<file path="config.mk">
export PLATFORM = sky130hd
export DESIGN_NAME = pgs_ram
export DESIGN_NICKNAME = d
export VERILOG_FILES = /design/src/hdl/projected_gauss_seidel_solver_assert.svh /design/src/hdl/pgs_ram.sv
export SDC_FILE = /design/constraint.sdc
export NUM_CORES = 1
export LEC_CHECK = 0
export BUFFER_PORTS_ARGS = -buffer_cell sky130_fd_sc_hd__buf_2
export CORE_MARGIN = 2
export CORE_UTILIZATION = 55
export CTS_CLUSTER_DIAMETER = 80
export DETAILED_ROUTE_END_ITERATION = 16
export GPL_TIMING_DRIVEN = 0
export PLACE_DENSITY = 0.75
export SETUP_SLACK_MARGIN = 0.5
export SLEW_MARGIN = 15
export SYNTH_ARGS = -nofsm -noshare
export SYNTH_HDL_FRONTEND = slang
export SYNTH_SLANG_ARGS = --single-unit
export TNS_END_PERCENT = 1
</file>
<file path="constraint.sdc">
create_clock -name clk_i -period 3.1 [get_ports clk_i]
set_input_delay 0 -clock clk_i [delete_from_list [all_inputs] [get_ports clk_i]]
set_output_delay 0 -clock clk_i [all_outputs]
set_load 0.01 [all_outputs]
</file>
<file path="src/hdl/projected_gauss_seidel_solver_assert.svh">
// Assertion macros for the projected Gauss-Seidel solver.
// Needs clk_i and rst_ni in the scope where a macro is used.
`ifndef PROJECTED_GAUSS_SEIDEL_SOLVER_ASSERT_SVH
`define PROJECTED_GAUSS_SEIDEL_SOLVER_ASSERT_SVH
`ifndef SYNTHESIS
`define PGS_ASSERT_IMP(lbl, ante, cons, msg) \
  lbl: assert property (@(posedge clk_i) disable iff (!rst_ni) (ante) |-> (cons)) \
    else $error(msg);
`define PGS_ASSERT_NXT(lbl, ante, cons, msg) \
  lbl: assert property (@(posedge clk_i) disable iff (!rst_ni) (ante) |=> (cons)) \
    else $error(msg);
`else
`define PGS_ASSERT_IMP(lbl, ante, cons, msg)
`define PGS_ASSERT_NXT(lbl, ante, cons, msg)
`endif
`endif

</file>
<file path="src/hdl/pgs_ram.sv">
// Generic single-write, single-read RAM with registered read data.
// No dependencies.
module pgs_ram #(
  parameter int WIDTH = 32,
  parameter int DEPTH = 16
) (
  input  logic                     clk_i,
  input  logic                     we_i,
  input  logic [$clog2(DEPTH)-1:0] waddr_i,
  input  logic [WIDTH-1:0]         wdata_i,
  input  logic [$clog2(DEPTH)-1:0] raddr_i,
  output logic [WIDTH-1:0]         rdata_o
);

  logic [WIDTH-1:0] mem_q [DEPTH];

  always_ff @(posedge clk_i) begin
    if (we_i) begin
      mem_q[waddr_i] <= wdata_i;
    end
    rdata_o <= mem_q[raddr_i];
  end

endmodule

</file>
==> run summary <==
Critical path class: in2reg
Gr usage total: 22.9%
Grt ovf: 0
CP startpoint: waddr_i[1]
Logic pwr share: 5.2%
Synth Area per Inst: 23.7 um2
Max_cap viols: 0
Post-synthesis cell type count: 18
Sequential-to-total area share from yosys stat: 80.7%
Antenna diode count: 0
Required time of the critical path: 3.37 ns
Root Driver: clkbuf_16
First-pass GRT wire length: 62700 um
Area Growth Syn to Fin: 17.7%
FF-to-FF setup slack: 1.62 ns
Max VDD drop: 0.516 mV
Worst flop-to-flop path endpoint: rdata_o[20]
Hold Slack: 0.0903 ns
Slew HR: 35.4%
CTS tree: yes
Row cnt: 69
Core area: 35600 um2
Routability-driven placement congestion ratio: 0.711
Sequential Power Share: 53.6%
Clk network pwr share: 41.2%
IO Port Bufs: 71
Final Hold Viols: 0
Fin crit period: 1.75 ns
Switching share of total power: 20.4%
Worst setup endpoint: mem_q[1][5]
DIE HEIGHT: 194 um
Routed WL: 42400 um
Syn Inst Count: 838
CTS resizes: 0
HPWL Detailed: 25400 um
Setup skew after layout: 0.0103 ns
Setup-failing EPs final: 0
Cell Area, Placed: 21300 um2
R2R Path Start: mem_q[3][20]
Commonest non-fill, non-tap cells in the layout: edfxtp_1, mux4_2, buf_2
Via Count: 9588
Commonest non-fill, non-tap cell in the layout: edfxtp_1
Average vias per placed instance: 6.28
CTS sink count: 544
Vias in the first global route: 9819
Clk buf depth: 3
PwrDens: 660 nW/um2
P_leak: 7.59 nW
Internal cell power: 12.3 mW
Initial antenna violation count: 0
Max frequency: 570 MHz
Initial core utilization: 55.8%
Mapped Nets: 880
Htree depth: 2
Routed Antenna Nets: 0
Die ar.: 37600 um2
Yosys warns: 0
# nets final: 1065
I/O pin count: 74
Part of the cycle the worst path needs: 56.6%
Cts bufs inserted: 51
Worst-path clk slew: 0.06 ns
Final Cell Area: 23400 um2
Arr. time, crit path: 2.03 ns
DRC viols: 0
Hold Crit Start: raddr_i[0]
#FFs+latches synth: 544
Worst-path fanout max: 17
Cell area after synthesis: 19900 um2
Fill cells: 2244
RSZ-0062 raised after global routing: false
Fin Setup TNS: 0 ns
Initial DRT Pass Iterations: 5
DP Cell Count: 1396
Type of the worst min-delay path: in2reg
Worst Reg-to-Reg Cells: 3
Count of pins over their slew limit: 0
Crit path launch type: input pin
Clk_lat worst skew: 0.58 ns
Status: complete, no violations
Overall Power: 15.4 mW
Finished Layout Cells: 1526
DRT iter0 DRCs: 1323
Largest net degree at the start of global routing: 22
Crit path capture type: flop
Slew @ Worst Pin: 0.970 ns
P_sw: 3.14 mW
Routed WL per cell: 27.8 um
Share of layout cells above drive strength 1: 31.8%
Die width: 194 um
## cell type report
| cell class | instances | area (um2) | share of cell area [%] |
|---|---|---|---|
| multi-input combinational | 251 | 3730 | 16.0 |
| clock inverter | 23 | 250 | 1.07 |
| tap | 461 | 577 | 2.47 |
| buffer | 43 | 223 | 0.953 |
| clock buffer | 72 | 1470 | 6.28 |
| timing repair buffer | 132 | 1100 | 4.71 |
| sequential | 544 | 16000 | 68.5 |
## cell usage after synthesis
cell	number	area [um2]
or3b_2	1	8.76
buf_4	11	82.6
mux4_2	128	2880
buf_6	2	22.5
nor2b_1	2	12.5
buf_2	4	20.0
buf_1	9	33.8
nor3_1	4	20.0
a22oi_1	64	480
dfxtp_1	32	641
clkbuf_1	17	63.8
nand2_1	33	124
nand3_1	1	5.00
nor2_1	13	48.8
nand3b_1	2	15.0
edfxtp_1	512	15400
and2_1	1	6.26
nand2b_1	2	12.5
## layer usage
| metal | wire length, um | track usage [%] | vias to the layer above |
|---|---|---|---|
| met5 | 0 | 0 | - |
| met4 | 934 | 6.93 | 0 |
| met3 | 3380 | 4.04 | 72 |
| met2 | 21600 | 37.7 | 498 |
| met1 | 16500 | 32.1 | 5069 |
| li1 | - | - | 3949 |
## kinds of logic after synthesis
logic type / Yosys count / share of synthesized area, %
flip-flops: 544 / 80.7
AND/OR/NAND/NOR: 59 / 1.27
multiplexers: 128 / 14.5
AO/OA/AOI/OAI: 64 / 2.42
buffers and inverters: 43 / 1.12
## registers in the layout, indices dropped and copies added, names as in the netlist
register and flops:
rdata_o 32, mem_q 512
## through the flow
step           setup slack [ns]  utilization [%]
6_report                   1.35             65.7
4_1_cts                    1.37             65.7
3_5_place_dp              0.971             59.9
3_3_place_gp              -2.40             58.5
5_1_grt                    1.29             65.7
2_1_floorplan             0.221                -
## critical path, cell delays in order
cell	delay [ns]
dlygate4sd3_1	0.53
buf_2	0.19
nand2b_1	0.37
nor2_4	0.66
buf_16	0.25
## worst min path at each step
stage / slack [ns] / cells after the start / to
2_1_floorplan: 0.1 / 0 / mem_q[0][0]
3_3_place_gp: 0.37 / 1 / mem_q[2][17]
6_report: 0.09 / 4 / rdata_o[1]
3_5_place_dp: 0.39 / 1 / mem_q[5][22]
5_1_grt: 0.08 / 4 / rdata_o[30]
4_1_cts: 0.06 / 4 / rdata_o[31]
## power groups by stage
stage / combinational [mW] / clock [mW] / sequential [mW]
floorplan: 0.395 / 0 / 8.44
global placement: 0.720 / 0 / 8.41
detailed placement: 0.769 / 0 / 8.42
CTS: 0.811 / 6.44 / 8.27
global route: 0.859 / 6.70 / 8.27
finish: 0.802 / 6.35 / 8.26
## what timing repair did
action / 4_1_cts / 5_1_grt
hold endpoints to repair: 530 / 0
buffers inserted: 0 / 0
hold buffers: 35 / 0
Power figures use the tool's default switching activity.
