$ cat src/hdl/projected_gauss_seidel_solver_assert.svh
// Assertion macros for the projected Gauss-Seidel solver.
// Needs clk_i and rst_ni in the scope where a macro is used.
`ifndef PROJECTED_GAUSS_SEIDEL_SOLVER_ASSERT_SVH
`define PROJECTED_GAUSS_SEIDEL_SOLVER_ASSERT_SVH
`ifndef SYNTHESIS
`define PGS_ASSERT_IMP(lbl, ante, cons, msg) \
  lbl: assert property (@(posedge clk_i) disable iff (!rst_ni) (ante) |-> (cons)) \
    else $error(msg);
`define PGS_ASSERT_NXT(lbl, ante, cons, msg) \
  lbl: assert property (@(posedge clk_i) disable iff (!rst_ni) (ante) |=> (cons)) \
    else $error(msg);
`else
`define PGS_ASSERT_IMP(lbl, ante, cons, msg)
`define PGS_ASSERT_NXT(lbl, ante, cons, msg)
`endif
`endif

$ cat src/hdl/pgs_pkg.sv
// Shared constants, types and fixed-point helpers of the Gauss-Seidel solver.
// No dependencies.
package pgs_pkg;

  localparam int VALUE_BITS   = 32;
  localparam int FRAC_BITS    = 16;
  localparam int MAX_UNKNOWNS = 16;
  localparam int IDX_BITS     = 4;
  localparam int SIZE_BITS    = 5;
  localparam int ITER_BITS    = 10;
  localparam int DELTA_BITS   = 31;
  localparam int MODE_BITS    = 2;
  localparam int CFG_IDX_BITS = 2;
  localparam int ACC_BITS     = 38;
  localparam int DVD_BITS     = ACC_BITS + FRAC_BITS;
  localparam int CNT_BITS     = 6;
  localparam int PROD_BITS    = 2 * VALUE_BITS;
  localparam int SATIN_BITS   = PROD_BITS - FRAC_BITS;

  localparam logic [VALUE_BITS-1:0] MIN_SCALE = 32'd66;

  localparam logic [ITER_BITS-1:0]  RST_MAX_ITER = 10'd128;
  localparam logic [DELTA_BITS-1:0] RST_MIN_DELTA = 31'd6554;
  localparam logic [SIZE_BITS-1:0]  RST_SIZE = 5'd16;

  typedef enum logic [CFG_IDX_BITS-1:0] {
    CFG_MAX_ITER  = 2'd0,
    CFG_MIN_DELTA = 2'd1,
    CFG_CLAMP_EN  = 2'd2,
    CFG_SIZE      = 2'd3
  } cfg_idx_e;

  typedef enum logic [MODE_BITS-1:0] {
    MODE_LOAD_MAT = 2'd0,
    MODE_LOAD_ROW = 2'd1,
    MODE_SOLVE    = 2'd2,
    MODE_NONE     = 2'd3
  } mode_e;

  typedef struct packed {
    logic                  start;
    logic [ACC_BITS-1:0]   num_mag;
    logic [VALUE_BITS-1:0] den_mag;
  } div_req_t;

  typedef struct packed {
    logic                  done;
    logic                  ovf;
    logic [VALUE_BITS-1:0] quot;
  } div_rsp_t;

  function automatic logic [VALUE_BITS-1:0] mag_of(input logic signed [VALUE_BITS-1:0] v);
    mag_of = v[VALUE_BITS-1] ? (~v + 1'b1) : v;
  endfunction

  // Apply sign to a magnitude and saturate to the signed value range.
  function automatic logic signed [VALUE_BITS-1:0] sat_val(input logic [SATIN_BITS-1:0] m,
                                                           input logic neg);
    logic [SATIN_BITS-1:0] lim;
    lim = {{(SATIN_BITS-VALUE_BITS){1'b0}}, 1'b1, {(VALUE_BITS-1){1'b0}}};
    if (neg) begin
      if (m > lim) sat_val = {1'b1, {(VALUE_BITS-1){1'b0}}};
      else sat_val = ~m[VALUE_BITS-1:0] + 1'b1;
    end else begin
      if (m >= lim) sat_val = {1'b0, {(VALUE_BITS-1){1'b1}}};
      else sat_val = m[VALUE_BITS-1:0];
    end
  endfunction

endpackage

$ cat src/hdl/pgs_div.sv
// Restoring divider, one quotient bit a cycle: (num << FRAC_BITS) / den.
// Depends on pgs_pkg.
module pgs_div (
  input  logic              clk_i,
  input  logic              rst_ni,
  input  pgs_pkg::div_req_t req_i,
  output pgs_pkg::div_rsp_t rsp_o
);
  import pgs_pkg::*;

  logic                  busy_q;
  logic                  done_q;
  logic [CNT_BITS-1:0]   cnt_q;
  logic [DVD_BITS-1:0]   dvd_q;
  logic [VALUE_BITS-1:0] den_q;
  logic [VALUE_BITS-1:0] rem_q;
  logic [VALUE_BITS-1:0] quot_q;
  logic                  ovf_q;
  logic [VALUE_BITS:0]   rem_sh;
  logic                  ge;
  logic [VALUE_BITS:0]   rem_sub;

  assign rem_sh  = {rem_q, dvd_q[DVD_BITS-1]};
  assign ge      = rem_sh >= {1'b0, den_q};
  assign rem_sub = rem_sh - {1'b0, den_q};

  always_ff @(posedge clk_i or negedge rst_ni) begin
    if (!rst_ni) begin
      busy_q <= 1'b0;
      done_q <= 1'b0;
      cnt_q  <= '0;
    end else begin
      done_q <= 1'b0;
      if (req_i.start) begin
        busy_q <= 1'b1;
        cnt_q  <= CNT_BITS'(DVD_BITS - 1);
      end else if (busy_q) begin
        cnt_q <= cnt_q - 1'b1;
        if (cnt_q == '0) begin
          busy_q <= 1'b0;
          done_q <= 1'b1;
        end
      end
    end
  end

  always_ff @(posedge clk_i) begin
    if (req_i.start) begin
      dvd_q  <= {req_i.num_mag, {FRAC_BITS{1'b0}}};
      den_q  <= req_i.den_mag;
      rem_q  <= '0;
      quot_q <= '0;
      ovf_q  <= 1'b0;
    end else if (busy_q) begin
      dvd_q  <= {dvd_q[DVD_BITS-2:0], 1'b0};
      rem_q  <= ge ? rem_sub[VALUE_BITS-1:0] : rem_sh[VALUE_BITS-1:0];
      quot_q <= {quot_q[VALUE_BITS-2:0], ge};
      // any bit pushed out of the top means the quotient saturates
      ovf_q  <= ovf_q | quot_q[VALUE_BITS-1];
    end
  end

  assign rsp_o.done = done_q;
  assign rsp_o.ovf  = ovf_q;
  assign rsp_o.quot = quot_q;

endmodule

$ cat config.mk
export PLATFORM = sky130hd
export DESIGN_NAME = pgs_div
export DESIGN_NICKNAME = d
export VERILOG_FILES = /design/src/hdl/projected_gauss_seidel_solver_assert.svh /design/src/hdl/pgs_pkg.sv /design/src/hdl/pgs_div.sv
export SDC_FILE = /design/constraint.sdc
export NUM_CORES = 1
export LEC_CHECK = 0
export BUFFER_PORTS_ARGS = -buffer_cell sky130_fd_sc_hd__buf_2
export CAP_MARGIN = 20
export CORE_MARGIN = 2
export CORE_UTILIZATION = 45
export DETAILED_ROUTE_END_ITERATION = 8
export GPL_TIMING_DRIVEN = 0
export PLACE_DENSITY = 0.79
export SETUP_SLACK_MARGIN = 0.3
export SYNTH_ARGS = -nofsm -noshare
export SYNTH_HDL_FRONTEND = slang
export SYNTH_SLANG_ARGS = --single-unit
$ cat constraint.sdc
create_clock -name clk_i -period 2.82 [get_ports clk_i]
set_input_delay 0.846 -clock clk_i [delete_from_list [all_inputs] [get_ports clk_i]]
set_output_delay 0.846 -clock clk_i [all_outputs]
set_load 0.03 [all_outputs]
==> summary.txt <==
Yosys
  • Post-Syn Area: 7440 µm²
  • Syn Area/Cell: 10.7 µm²
  • Count of flip-flops with a built-in enable after synthesis: 70
  • Post-Syn Instances: 694
  • Post-synth top area share: 28.2%
  • Register area share after synthesis: 48.4%
  • Top cells by area, synth: edfxtp_1, dfxtp_1, mux2i_1, ha_1, mux2_2
  • #FFs+latches synth: 143
  • Post-synth top area cell: edfxtp_1
  • Synth Warn #: 0
  • Yosys cell types: 62
  • Ys flop type: edfxtp_1
  • Syn Nets: 802
  • Async set-reset flop share out of synthesis: 5.59%

Clock network
  • CTS tree: yes
  • Skew-Pair Late Insertion Delay: 0.43 ns
  • CTS Buffer Depth: 2
  • Clock Pin Slew Worst Setup and Hold Paths: 0.07 ns
  • CTS buffer count: 17
  • H-tree depth: 4
  • CTS root buffer: clkbuf_16
  • Clock sink total: 143
  • CTS Hold Bufs: 0

Routing
  • Routed WL: 19000 µm
  • DRC Markers: 0
  • Via density: 5.58
  • Initial DRT Pass Iterations: 6
  • Vias post-DR: 6026
  • WL/cell: 17.6 µm
  • Initial DRC Count: 365
  • Antenna-violating nets left: 0

Global route
  • Total gr overflow: 0
  • Number of global-route vias before repair: 5934
  • Initial antenna violation count: 1
  • First-pass GRT wire length: 29000 µm
  • Pin count of the biggest net entering global routing: 34
  • Total global-route track usage: 20.6%

Worst setup path
  • Crit path capture type: flip-flop
  • Setup Crit Path Kind: reg2reg
  • Critical path cell sequence: inv_1 -> ha_1 -> a21o_1 -> a21oi_2 -> a211oi_2 -> o311ai_2 -> a21oi_2 -> buf_4 -> a41oi_2 -> o21bai_1 -> xnor2_1 -> o22ai_1
  • Crit path max-delay family: compound AO/OA/AOI/OAI gates
  • Buf/Inv on CP: 2
  • Startpoint Class: flip-flop
  • WP data required: 3.12 ns
  • Largest stage delay on the critical path: 0.37 ns
  • CP Max Fanout: 5
  • Critical Path AT: 3.17 ns
  • Crit-path slowest cell: edfxtp_1
  • Most used cell, CP: a21oi_2
  • Worst R2R Setup Slack: -0.05 ns

Pwr
  • P_leak: 4.34 nW
  • Total power: 9.38 mW
  • Power Density: 967 nW/µm²
  • Peak VDD IR: 579 µV

Die
  • IO Pins: 107
  • Core area: 16300 µm²
  • Die Height: 133 µm
  • Num rows: 47
  • Chip width: 133 µm
  • Die area: 17600 µm²
  • Starting Density: 45.5%

Flow run
  • Max_cap viols: 0

Hold path
  • Worst hold path class: in2async

Timing
  • Worst hold slack: 0.249 ns
  • FMAX: 348 MHz
  • Skew final: 0.0140 ns
  • Least-Margin Pin Slew: 0.706 ns
  • Relative slew slack: 53.0%
  • Final hold viol count: 0
  • Final period utilization: 102%
  • Final setup viols: 8
  • RSZ-0062 raised after global routing: true
  • Post-route minimum period: 2.87 ns
  • PnR worst setup slack: -0.0545 ns
  • Slew Viols, Final: 0

Place
  • DPL Wire Length: 11600 µm
  • Post-Place Setup Slack: -1.08 ns
  • DP Area: 8270 µm²
  • Gp weighted congestion: 0.914
  • Placed Cells: 1020
  • Port bufs: 106

Layout
  • Share of layout cells above drive strength 1: 37.6%
  • Design area: 9700 µm²
  • Layout Cells excl Fill: 1080
  • Nets: 955
  • Area Growth Syn to Fin: 30.3%
  • Antenna cells: 0

Run status
  • Violated checks: setup timing
  • Outcome: complete, but fails checks
-- synthesized netlist by cell type (6+ instances only) --
| library cell | count |
|---|---|
| nor2_1 | 83 |
| edfxtp_1 | 70 |
| dfxtp_1 | 65 |
| mux2i_1 | 45 |
| inv_1 | 42 |
| mux2_2 | 37 |
| ha_1 | 34 |
| a211oi_1 | 30 |
| nand2_1 | 29 |
| a21oi_1 | 24 |
| clkbuf_1 | 24 |
| xnor2_1 | 22 |
| o21ai_0 | 19 |
| a21o_1 | 17 |
| nand2b_1 | 10 |
| o21ai_1 | 10 |
| o21bai_1 | 9 |
| dfrtp_1 | 8 |
| xor2_1 | 8 |
| a31oi_1 | 7 |
| and2_1 | 7 |
| nand3_1 | 7 |
| and3_1 | 6 |
-- registers in the layout, indices dropped and copies added (netlist names) --
| name | cells |
|---|---|
| rem_q | 32 |
| busy_q | 1 |
| den_q | 32 |
| ovf_q | 1 |
| done_q | 1 |
| dvd_q | 38 |
| cnt_q | 6 |
| quot_q | 32 |
-- cell type report --
class / count / area [µm²]
Fill cell: 1344 / 6650
Multi-Input combinational cell: 471 / 4010
Sequential cell: 143 / 3600
Timing Repair Buffer: 132 / 840
Clock buffer: 21 / 452
Tap cell: 220 / 275
Buffer: 39 / 270
Inverter: 42 / 161
Clock inverter: 11 / 83.8
Timing Repair inverter: 1 / 7.51
-- power by group --
| group | switching, mW | internal [mW] | leakage, nW |
|---|---|---|---|
| Combinational | 2.32 | 2.25 | 2.74 |
| Sequential | 0.260 | 2.50 | 1.33 |
| Clock | 0.899 | 1.16 | 0.270 |
| Total | 3.47 | 5.91 | 4.34 |
-- repair_timing --
item | in CTS | in global routing
cloned | 3 | 4
setup endpoints to repair | 112 | 71
pin swaps | 13 | 32
resized for setup | 54 | 89
buffers inserted | 13 | 8
-- per-stage QoR --
stage                     setup TNS, ns  utilization (%)
after floorplan                       0                -
after global placement           -54.27             50.6
after detailed placement         -63.49             50.6
after CTS                       -0.0197             56.1
after global routing              -1.70             59.3
final                            -0.240             59.3
-- routing by layer --
| metal | global-route usage, % | vias to the layer above | routed length, µm |
|---|---|---|---|
| li1 | - | 2822 | - |
| met1 | 25.3 | 2896 | 8000 |
| met2 | 34.1 | 244 | 9010 |
| met3 | 6.13 | 64 | 1400 |
| met4 | 7.89 | 0 | 623 |
| met5 | 0 | - | 0 |
-- placed cells by master (no fill, tap or decap), types with 11 or more instances in the layout --
master / count
a211oi_1: 14
a211oi_2: 17
a21o_1: 17
a21oi_1: 19
buf_2: 110
buf_4: 21
clkbuf_1: 19
clkbuf_16: 23
dfxtp_1: 65
edfxtp_1: 70
ha_1: 25
inv_1: 40
mux2_2: 37
mux2i_1: 42
nand2_1: 22
nor2_1: 80
o21ai_2: 11
xnor2_1: 22
-- logic make-up after synthesis --
kind of cell    Yosys count  synth area share, %
buf+inv                  81                 4.74
compound gates          154                 14.9
mux                      83                 11.9
xor+xnor                 30                 3.53
flops                   143                 48.4
fa+ha+maj                35                 5.99
simple gates            168                 10.5
-- path summary, 6_finish.rpt --
check | depth (start not counted) | end | start
max | 12 | rem_q[24] | den_q[4]
min in group clk_i | 2 | ovf_q | ovf_q
min | 1 | busy_q | rst_ni
min reg2reg | 2 | ovf_q | ovf_q
max in group asynchronous | 1 | cnt_q[0] | rst_ni
max reg2reg | 12 | rem_q[24] | den_q[4]
(Power assumes the default switching activity.)
